===== src/cpms_pkg.sv =====
// cpms_pkg: shared types, codes and conversion for the cuff pressure sequencer
// used by cuff_pressure_measurement_sequencer and cpms_checker; no dependencies

package cpms_pkg;

  // control states, one-hot
  typedef enum logic [5:0] {
    ST_IDLE    = 6'b000001,
    ST_INFLATE = 6'b000010,
    ST_SETTLE  = 6'b000100,
    ST_MEASURE = 6'b001000,
    ST_DEFLATE = 6'b010000,
    ST_REPORT  = 6'b100000
  } state_t;

  // phase codes as shown on the result stream
  localparam logic [2:0] PHASE_IDLE    = 3'd0;
  localparam logic [2:0] PHASE_INFLATE = 3'd1;
  localparam logic [2:0] PHASE_SETTLE  = 3'd2;
  localparam logic [2:0] PHASE_MEASURE = 3'd3;
  localparam logic [2:0] PHASE_DEFLATE = 3'd4;
  localparam logic [2:0] PHASE_REPORT  = 3'd5;

  // input action codes
  localparam logic [1:0] ACT_TICK   = 2'd0;
  localparam logic [1:0] ACT_SAMPLE = 2'd1;
  localparam logic [1:0] ACT_PRESS  = 2'd2;

  // configuration register indexes
  localparam logic [2:0] CFG_MAX_PRESSURE     = 3'd0;
  localparam logic [2:0] CFG_MIN_PRESSURE     = 3'd1;
  localparam logic [2:0] CFG_RISE_LIMIT       = 3'd2;
  localparam logic [2:0] CFG_QUIET_TICKS      = 3'd3;
  localparam logic [2:0] CFG_VALVE_OPEN_TICKS = 3'd4;
  localparam logic [2:0] CFG_VALVE_PERIOD     = 3'd5;
  localparam logic [2:0] CFG_SAMPLE_PERIOD    = 3'd6;

  // raw to mmHg: 0.56 and 14.09 in Q16, round half up
  localparam logic [25:0] MMHG_SCALE  = 26'd36700;
  localparam logic [25:0] MMHG_OFFSET = 26'd923402;
  localparam logic [25:0] MMHG_HALF   = 26'd32768;
  localparam logic [9:0]  MMHG_MAX    = 10'd999;

  localparam int TDATA_IN_W  = 16;
  localparam int TDATA_OUT_W = 32;

  function automatic logic [9:0] to_mmhg(input logic [9:0] raw);
    logic [25:0] v;
    logic [25:0] d;
    logic [9:0]  r;
    v = 26'(raw) * MMHG_SCALE + MMHG_HALF;
    d = v - MMHG_OFFSET;
    r = d[25:16];
    if (v < MMHG_OFFSET) begin
      return 10'd0;
    end
    if (r > MMHG_MAX) begin
      return MMHG_MAX;
    end
    return r;
  endfunction

  function automatic logic [2:0] phase_code(input state_t st);
    unique case (st)
      ST_IDLE:    return PHASE_IDLE;
      ST_INFLATE: return PHASE_INFLATE;
      ST_SETTLE:  return PHASE_SETTLE;
      ST_MEASURE: return PHASE_MEASURE;
      ST_DEFLATE: return PHASE_DEFLATE;
      ST_REPORT:  return PHASE_REPORT;
      default:    return PHASE_IDLE;
    endcase
  endfunction

endpackage


===== src/cuff_pressure_measurement_sequencer.sv =====
// cuff_pressure_measurement_sequencer: cuff phase sequencer with pulse capture
// depends on cpms_pkg

// One result per input transaction. An item is taken into an input register,
// the state update runs from that register once the output register is free
// or being read, and its result lands in the output register. The
// single registered state update sets the rate: one item per clock while the
// result side keeps taking results. Configuration writes are always accepted.
module cuff_pressure_measurement_sequencer (
  input  logic        clk,
  input  logic        rst,
  input  logic        s_tvalid,
  output logic        s_tready,
  input  logic [15:0] s_tdata,   // sample[9:0], zeros[15:10]
  input  logic [1:0]  s_tuser,   // action[1:0]
  output logic        m_tvalid,
  input  logic        m_tready,
  output logic [31:0] m_tdata,   // phase[2:0], pump_on[3], valve_open[4],
                                 // sample_request[5], systolic_mmhg[15:6],
                                 // diastolic_mmhg[25:16], zeros[31:26]
  output logic        m_tuser,   // result_valid[0]
  input  logic        cfg_valid,
  output logic        cfg_ready,
  input  logic [2:0]  cfg_index,
  input  logic [15:0] cfg_data
);

  // configuration
  logic [9:0]  max_pressure;
  logic [9:0]  min_pressure;
  logic [9:0]  rise_limit;
  logic [15:0] quiet_ticks;
  logic [15:0] valve_open_ticks;
  logic [15:0] valve_period;
  logic [7:0]  sample_period;

  // input register
  logic        in_valid;
  logic [1:0]  in_action;
  logic [9:0]  in_sample;

  // sequencer state
  cpms_pkg::state_t st, st_next;
  logic        entered, entered_next;
  logic [9:0]  latest, latest_next;
  logic [9:0]  prior, prior_next;
  logic        sys_found, sys_found_next;
  logic [9:0]  sys_raw, sys_raw_next;
  logic [9:0]  dia_raw, dia_raw_next;
  logic [15:0] quiet_cnt, quiet_cnt_next;
  logic [15:0] valve_cnt, valve_cnt_next;
  logic [7:0]  sample_cnt, sample_cnt_next;

  logic        advance;
  logic        pulse;
  logic        req;
  logic        res;
  logic        pump;
  logic        valve;
  logic [15:0] valve_inc;
  logic [7:0]  sample_inc;
  logic [9:0]  sys_mm;
  logic [9:0]  dia_mm;

  assign cfg_ready = 1'b1;
  assign advance   = in_valid && (!m_tvalid || m_tready);
  assign s_tready  = !in_valid || advance;

  always_ff @(posedge clk) begin
    if (rst) begin
      max_pressure     <= 10'd500;
      min_pressure     <= 10'd50;
      rise_limit       <= 10'd400;
      quiet_ticks      <= 16'd2000;
      valve_open_ticks <= 16'd7;
      valve_period     <= 16'd500;
      sample_period    <= 8'd15;
    end else if (cfg_valid && cfg_ready) begin
      unique case (cfg_index)
        cpms_pkg::CFG_MAX_PRESSURE:     max_pressure     <= cfg_data[9:0];
        cpms_pkg::CFG_MIN_PRESSURE:     min_pressure     <= cfg_data[9:0];
        cpms_pkg::CFG_RISE_LIMIT:       rise_limit       <= cfg_data[9:0];
        cpms_pkg::CFG_QUIET_TICKS:      quiet_ticks      <= cfg_data;
        cpms_pkg::CFG_VALVE_OPEN_TICKS: valve_open_ticks <= cfg_data;
        cpms_pkg::CFG_VALVE_PERIOD:     valve_period     <= cfg_data;
        cpms_pkg::CFG_SAMPLE_PERIOD:    sample_period    <= cfg_data[7:0];
        default: ;
      endcase
    end
  end

  always_ff @(posedge clk) begin
    if (rst) begin
      in_valid <= 1'b0;
    end else if (s_tready) begin
      in_valid <= s_tvalid;
    end
  end

  always_ff @(posedge clk) begin
    if (s_tvalid && s_tready) begin
      in_action <= s_tuser;
      in_sample <= s_tdata[9:0];
    end
  end

  always_comb begin
    st_next         = st;
    entered_next    = entered;
    latest_next     = latest;
    prior_next      = prior;
    sys_found_next  = sys_found;
    sys_raw_next    = sys_raw;
    dia_raw_next    = dia_raw;
    quiet_cnt_next  = quiet_cnt;
    valve_cnt_next  = valve_cnt;
    sample_cnt_next = sample_cnt;
    req             = 1'b0;
    res             = 1'b0;
    pulse           = (prior < latest) && ((latest - prior) < rise_limit);
    valve_inc       = 16'd0;
    sample_inc      = 8'd0;

    unique case (in_action)
      cpms_pkg::ACT_SAMPLE: latest_next = in_sample;
      cpms_pkg::ACT_PRESS: begin
        if (st == cpms_pkg::ST_IDLE) begin
          st_next = cpms_pkg::ST_INFLATE;
        end else begin
          st_next      = cpms_pkg::ST_IDLE;
          entered_next = 1'b0;
        end
      end
      cpms_pkg::ACT_TICK: begin
        unique case (st)
          cpms_pkg::ST_IDLE: begin
            if (!entered) begin
              entered_next   = 1'b1;
              sys_found_next = 1'b0;
            end
          end
          cpms_pkg::ST_INFLATE: begin
            if (latest >= max_pressure) st_next = cpms_pkg::ST_SETTLE;
          end
          cpms_pkg::ST_SETTLE: begin
            if (latest == prior) st_next = cpms_pkg::ST_MEASURE;
          end
          cpms_pkg::ST_MEASURE: begin
            if (!sys_found) begin
              if (pulse) begin
                sys_raw_next   = prior;
                sys_found_next = 1'b1;
                quiet_cnt_next = 16'd0;
              end
            end else if (pulse) begin
              dia_raw_next   = prior;
              quiet_cnt_next = 16'd0;
            end else if (quiet_cnt >= quiet_ticks) begin
              st_next = cpms_pkg::ST_DEFLATE;
            end
          end
          cpms_pkg::ST_DEFLATE: begin
            if (latest <= min_pressure) st_next = cpms_pkg::ST_REPORT;
          end
          cpms_pkg::ST_REPORT: begin
            res            = 1'b1;
            entered_next   = 1'b0;
            sys_found_next = 1'b0;
            st_next        = cpms_pkg::ST_IDLE;
          end
          default: st_next = cpms_pkg::ST_IDLE;
        endcase

        if (quiet_cnt_next != 16'hFFFF) quiet_cnt_next = quiet_cnt_next + 16'd1;
        valve_inc = (valve_cnt == 16'hFFFF) ? valve_cnt : valve_cnt + 16'd1;
        if (st_next == cpms_pkg::ST_MEASURE && valve_inc >= valve_period) begin
          valve_cnt_next = 16'd0;
        end else begin
          valve_cnt_next = valve_inc;
        end
        sample_inc = sample_cnt + 8'd1;
        if (sample_inc >= sample_period) begin
          sample_cnt_next = 8'd0;
          req             = 1'b1;
          prior_next      = latest;
        end else begin
          sample_cnt_next = sample_inc;
        end
      end
      default: ;
    endcase

    pump  = 1'b0;
    valve = 1'b0;
    unique case (st_next)
      cpms_pkg::ST_IDLE:    valve = 1'b1;
      cpms_pkg::ST_INFLATE: pump  = 1'b1;
      cpms_pkg::ST_SETTLE:  ;
      cpms_pkg::ST_MEASURE: valve = (valve_cnt_next == 16'd0) ||
                                    (valve_cnt_next < valve_open_ticks);
      cpms_pkg::ST_DEFLATE: valve = 1'b1;
      cpms_pkg::ST_REPORT:  valve = 1'b1;
      default: ;
    endcase

    sys_mm = res ? cpms_pkg::to_mmhg(sys_raw) : 10'd0;
    dia_mm = res ? cpms_pkg::to_mmhg(dia_raw) : 10'd0;
  end

  always_ff @(posedge clk) begin
    if (rst) begin
      st         <= cpms_pkg::ST_IDLE;
      entered    <= 1'b0;
      latest     <= 10'd0;
      prior      <= 10'd0;
      sys_found  <= 1'b0;
      sys_raw    <= 10'd0;
      dia_raw    <= 10'd0;
      quiet_cnt  <= 16'd0;
      valve_cnt  <= 16'd0;
      sample_cnt <= 8'd0;
    end else if (advance) begin
      st         <= st_next;
      entered    <= entered_next;
      latest     <= latest_next;
      prior      <= prior_next;
      sys_found  <= sys_found_next;
      sys_raw    <= sys_raw_next;
      dia_raw    <= dia_raw_next;
      quiet_cnt  <= quiet_cnt_next;
      valve_cnt  <= valve_cnt_next;
      sample_cnt <= sample_cnt_next;
    end
  end

  always_ff @(posedge clk) begin
    if (rst) begin
      m_tvalid <= 1'b0;
    end else if (advance) begin
      m_tvalid <= 1'b1;
    end else if (m_tready) begin
      m_tvalid <= 1'b0;
    end
  end

  always_ff @(posedge clk) begin
    if (advance) begin
      m_tdata <= {6'd0, dia_mm, sys_mm, req, valve, pump,
                  cpms_pkg::phase_code(st_next)};
      m_tuser <= res;
    end
  end

endmodule


===== config.mk =====
export PLATFORM = sky130hd
export DESIGN_NAME = cuff_pressure_measurement_sequencer
export DESIGN_NICKNAME = d
export VERILOG_FILES = /design/src/cpms_pkg.sv /design/src/cuff_pressure_measurement_sequencer.sv
export SDC_FILE = /design/constraint.sdc
export NUM_CORES = 1
export LEC_CHECK = 0
export ABC_AREA = 1
export BUFFER_PORTS_ARGS = -buffer_cell sky130_fd_sc_hd__buf_2
export CAP_MARGIN = 20
export CORE_MARGIN = 10
export CORE_UTILIZATION = 33
export CTS_CLUSTER_DIAMETER = 60
export DETAILED_ROUTE_END_ITERATION = 10
export PLACE_DENSITY_LB_ADDON = 0.1
export SETUP_SLACK_MARGIN = 0.05
export SYNTH_ARGS = -nofsm -noshare
export SYNTH_HDL_FRONTEND = slang
export SYNTH_SLANG_ARGS = --single-unit

===== constraint.sdc =====
create_clock -name clk -period 7.9 [get_ports clk]
set_input_delay 0.395 -clock clk [delete_from_list [all_inputs] [get_ports clk]]
set_output_delay 0.395 -clock clk [all_outputs]
set_load 0.03 [all_outputs]

Word-level counts from Yosys, hierarchy flattened
Cells that the tools add are included.
W data, S select, Z words.
{ "word_totals": {"romBits": 0, "ramBits": 0, "latch_bits": 0, "reg_bits": 215, "inputBits": 42, "n_memories": 0, "wordCells": 152, "output_inout_bits": 36} }
{ "op_classes": {"shifts": 0, "div_mod_pow": 0, "magnitude_cmp": 12, "reduce_logical": 30, "n_bitwise": 1, "multipliers": 2, "n_addsub": 8, "n_eq_ne": 27, "mux": 47} }
{ "ops": {"columns": ["cell", "n"], "rows": [
  ["$mux W16", 7],
  ["$mux W10", 8],
  ["$add A26 B16 Y26 const B", 2],
  ["$lt A26 B20 Y1 const B", 2],
  ["$sub A26 B20 Y26 const B", 2],
  ["$mul A10 B14 Y24 const B", 2],
  ["$mux W6", 7],
  ["$add A16 B1 Y16 const B", 2],
  ["$ge A16 B16 Y1", 2],
  ["$pmux W6 S5", 1],
  ["$gt A10 B10 Y1 const B", 2],
  ["$lt A10 B10 Y1", 2],
  ["$eq A6 B4 Y1 const B", 3],
  ["$reduce_and A2 Y1", 9],
  ["$eq A16 B16 Y1 const B", 1],
  ["$logic_not A16 Y1", 1],
  ["$lt A16 B16 Y1", 1],
  ["$mux W1", 16],
  ["$ne A16 B16 Y1 const B", 1],
  ["$pmux W3 S5", 1],
  ["$eq A6 B1 Y1 const B", 2],
  ["$eq A6 B2 Y1 const B", 2],
  ["$eq A6 B3 Y1 const B", 2],
  ["$eq A6 B5 Y1 const B", 2],
  ["31 further kinds", 47]
]} }

Longest topological paths before layout
{ "depth": {"word_depth": 14, "ltp_mapped": 39, "mapped_depth_nobuf": 38} }

Least setup slack after synthesis
Ideal clock, no wire load.
{ "synth_path": {"kind": "register -> register", "from": "reg dia_raw[8]", "to": "reg m_tdata[19] (data pin)", "period_less_slack_ps": 5978, "path_stages_with_launch": 35, "path_slack_ps": 1922, "arrival_ps": 5726, "n_path_buf": 1, "setup_time_ps": 252, "required_time_ps": 7648, "path_cell_list": "dfxtp_1 > fa_1 > inv_1 > fa_1 > fa_1 > inv_1 > fa_1 > inv_1 > fa_1 > inv_1 > ha_1 > nand2_1 > inv_1 > a21oi_1 > nand2_1 > nand2_1 > nand3_1 > nand2_1 > inv_2 > ha_1 > clkbuf_1 > nand3b_1 > nand2_1 > o21bai_1 > nand2_1 > nand2_2 > nand2_1 > inv_1 > nand2_1 > nand2_1 > nand2_1 > nor2_1 > nand3_2 > nand2_1 > nor2_1"} }
{ "synth_between": {"elab_chain_cells": 8, "elab_cells_between_ends": 11, "cone_classes": "2 x add/sub; 1 x mul; 2 x order compare; 6 x mux"} }
{ "synth_lines": {"columns": ["item", "line_no", "source"], "rows": [
  ["start, declared", "cuff_pressure_measurement_sequencer.sv:49", "logic [9:0] dia_raw, dia_raw_next;"],
  ["start signal, assigned", "cuff_pressure_measurement_sequencer.sv:229", "dia_raw <= dia_raw_next;"],
  ["$mul A10 B14 Y24 *", "cpms_pkg.sv:51", "v = 26'(raw) * MMHG_SCALE + MMHG_HALF;"],
  ["$add A26 B16 Y26 *", "cpms_pkg.sv:51", null],
  ["$sub A26 B20 Y26", "cpms_pkg.sv:52", "d = v - MMHG_OFFSET;"],
  ["$gt A10 B10 Y1", "cpms_pkg.sv:57", "if (r > MMHG_MAX) begin"],
  ["$mux W1 (2 in a row)", "cpms_pkg.sv:57", null],
  ["$mux W10", "cpms_pkg.sv:60", "return r;"],
  ["$mux W10 *", "cpms_pkg.sv:57", null],
  ["end signal, assigned", "cuff_pressure_measurement_sequencer.sv:248", "m_tdata <= {6'd0, dia_mm, sys_mm, req, valve, pump,"],
  ["end, declared", "cuff_pressure_measurement_sequencer.sv:18", "output logic [31:0] m_tdata,"]
]} }
Every way passes the cells marked *; elsewhere a longest branch is shown, timed or not. The select of a mux whose other input is x is not followed.
A chain may end at the register's enable or synchronous reset.

Final worst setup path
{ "layout_path": {"from": "reg dia_raw[8]", "to": "reg m_tdata[20] (data pin)"} }
Same word-level chain as after synthesis.

==> results.cfg <==
[status]
outcome = finished, final reports clean

[die]
start_util_pct = 33.4
die_y_um = 259
top_level_ports = 78
core_area_um2 = 56500
dieArea_um2 = 67200
rows = 87
die_x_um = 259

[final_layout]
stdcell_area_um2 = 21100
nNetsFinal = 3012
areaGrowthSynthToFinish_pct = 12.0
fill_cells = 5900
antennaDiodeCount = 0
drive_above_1_share_pct = 8.33

[critical_path]
critical_path.max_fanout = 9
startpoint_type = flop
critical-path-max-stage-delay_ns = 0.55
cp_num_buf_inv = 7
worstPathArrival_ns = 6.83
slowest_stage = fa_1
required_ns = 8.18
critPathMostFrequentCell = nand2_1
critical_path_class = reg2reg
critPathTopFamily = adder cells
endpoint_kind = flop

[sta]
rsz0062_at_grt = false
finalHoldViolations = 0
final.period_utilization_pct = 82.9
max_freq_mhz = 153
fin_setup_tns_ns = 0
max_slew_margin_pct = 31.4
fin_crit_ns = 6.55
clock-skew-final_ns = 0.0315
tightestPinTransition_ns = 1.03
drv_slew = 0
setup_viol = 0

[cts]
cts_tree = yes
cts_max_path_buffers = 3
worstSkewPairLatency_ns = 0.55
post_cts_buffers = 0
cts_root_buffer = clkbuf_16
ctsHtreeMaxLevel = 2
numClockSinks = 215
cts_made_buffers = 34
path_clk_slew_ns = 0.06

[synthesis]
ys.flop_type = dfxtp_1
yosys_warnings = 0
async_flop_share_pct = 0
synth_cell_type_count = 56
ys_ff_latch = 215
synth_edf_count = 39
synth_largest_area_cell = dfxtp_1
syn_inst = 2581
syn_area_um2 = 18900
yosysTopAreaCellShare_pct = 18.7
syn_avg_cell_area_um2 = 7.31
synthTopCellsByArea = dfxtp_1 19%, ha_1 16%, nand2_1 9.4%
ys_seq_area_share_pct = 24.9

[min_path]
hold_class = in2reg

[routing]
vias = 16500
drc = 0
drt-initial-drc-count = 883
totalWireLength_mm = 51.1
first_pass_iters = 5
vias_per_cell = 4.81
antenna_left = 0
post_drt_wl_per_cell_um = 14.9

[pwr]
ir_drop_mv = 0.159
p_per_area_nw_per_um2 = 140
power_leakage_nw = 10.6

[grt]
grt_use_total_pct = 15.3
antenna_found_initial = 0
grt_first_pass_wirelength_mm = 83.9
overflow = 0
grt_max_degree = 98
grt_pass1_vias = 16100

[placement]
hpwlAfterDp_mm = 40.5
placed_area_um2 = 20000
gp_congestion = 0.857
io_buffers = 64

[job]
cap_violations = 0
metrics by stage:
| stage | hold WS, ns | std cells | utilization, % | setup WS [ns] | power (W) |
|---|---|---|---|---|---|
| final | 0.0354 | 3422 | 37.4 | 1.35 | 0.00295 |
| after global routing | 0.00244 | 3422 | 37.4 | 0.654 | 0.00309 |
| after CTS | 0.00138 | 3421 | 37.4 | 1.29 | 0.00301 |
| after detailed placement | 0.454 | 3358 | 35.4 | 1.32 | 0.00149 |
| after global placement | 0.452 | 3358 | 35.4 | 1.35 | 0.00148 |
| after floorplan | 0.430 | 2586 | - | 1.92 | 0.00139 |
cell families (layout without fill, tap and decap cells):
group	Yosys count	in the layout	share of synthesized area, %
buf+inv	545	625	11.0
flops	215	215	24.9
xor+xnor	52	52	2.49
simple gates	949	949	22.2
compound gates	490	490	14.2
fa+ha+maj	328	328	25.1
other cells	2	7	0.0398
Yosys cell counts, types with 3 or more instances:
cell type / count
or2_2: 4
nand3b_1: 11
o21bai_1: 8
nor2_2: 21
a22oi_1: 10
o211ai_1: 32
and2_1: 4
xor2_1: 31
fa_1: 85
a21oi_1: 227
nor2_4: 4
nand3_2: 7
inv_1: 473
ha_1: 243
xnor2_1: 19
a21oi_2: 3
nand2_2: 29
o21ai_1: 5
o21ai_0: 169
clkbuf_1: 46
nor3b_1: 3
nand4_1: 50
buf_4: 7
nand2_1: 475
dfxtp_1: 176
o21a_1: 8
a31oi_1: 7
nor4_1: 8
nor3_1: 33
o21ai_2: 5
edfxtp_1: 39
nand3_1: 111
inv_2: 14
nor2_1: 184
worst paths after layout:
path | startpoint | endpoint | slack, ns | depth (start not counted)
max reg2reg | dia_raw[8] | m_tdata[20] | 1.35 | 31
min reg2reg | min_pressure[7] | min_pressure[7] | 0.46 | 2
max | dia_raw[8] | m_tdata[20] | 1.35 | 31
min | s_tdata[8] | in_sample[8] | 0.04 | 1
cell usage in the layout, fill, tap and decap left out, types with 4 or more instances in the layout:
master     instances
a21oi_1          227
a22oi_1           10
a31oi_1            7
and2_1             4
buf_2             64
buf_4              8
clkbuf_1           5
clkbuf_16         34
clkbuf_8           5
clkinv_2           5
conb_1             7
dfxtp_1          176
edfxtp_1          39
fa_1              85
ha_1             243
inv_1            473
inv_2             14
nand2_1          475
nand2_2           29
nand3_1          111
nand3_2            7
nand3b_1          11
nand4_1           50
nor2_1           184
nor2_2            21
nor2_4             4
nor3_1            33
nor4_1             8
o211ai_1          32
o21a_1             8
o21ai_0          169
o21ai_1            5
o21ai_2            5
o21bai_1           8
or2_2              4
xnor2_1           19
xor2_1            31
state kept, by name, indices dropped and copies added, names as in the netlist, 16 cells and up:
signal	cells
valve_cnt	16
m_tdata	26
quiet_ticks	16
quiet_cnt	16
valve_period	16
valve_open_ticks	16
final cells by class:
class / count / area, um^2 / area share, %
tap: 756 / 946 / 4.47
timing repair buffer: 76 / 425 / 2.01
inverter: 489 / 1840 / 8.69
multi-input combinational: 1826 / 12100 / 57.3
sequential: 215 / 4690 / 22.2
clock inverter: 16 / 180 / 0.852
clock buffer: 44 / 938 / 4.44
layer usage:
metal | track usage (%) | routed length (um)
met5 | 0 | 0
met1 | 19.1 | 23400
met4 | 4.34 | 1140
met2 | 27.0 | 24500
met3 | 2.08 | 1980
report_power, final:
part | total [W] | internal, W | switching, W
clock | 0.00149 | 0.000915 | 0.000575
sequential | 0.00117 | 0.00115 | 0.0000187
combinational | 0.000293 | 0.0000947 | 0.000198
total | 0.00295 | 0.00216 | 0.000791
repair_timing:
| item | 4_1_cts | 5_1_grt |
|---|---|---|
| hold endpoints to repair | 3 | 0 |
| setup endpoints to repair | 0 | 0 |
| hold buffers | 3 | 0 |
| gates resized for setup | 0 | 0 |
(Power assumes the default switching activity.)
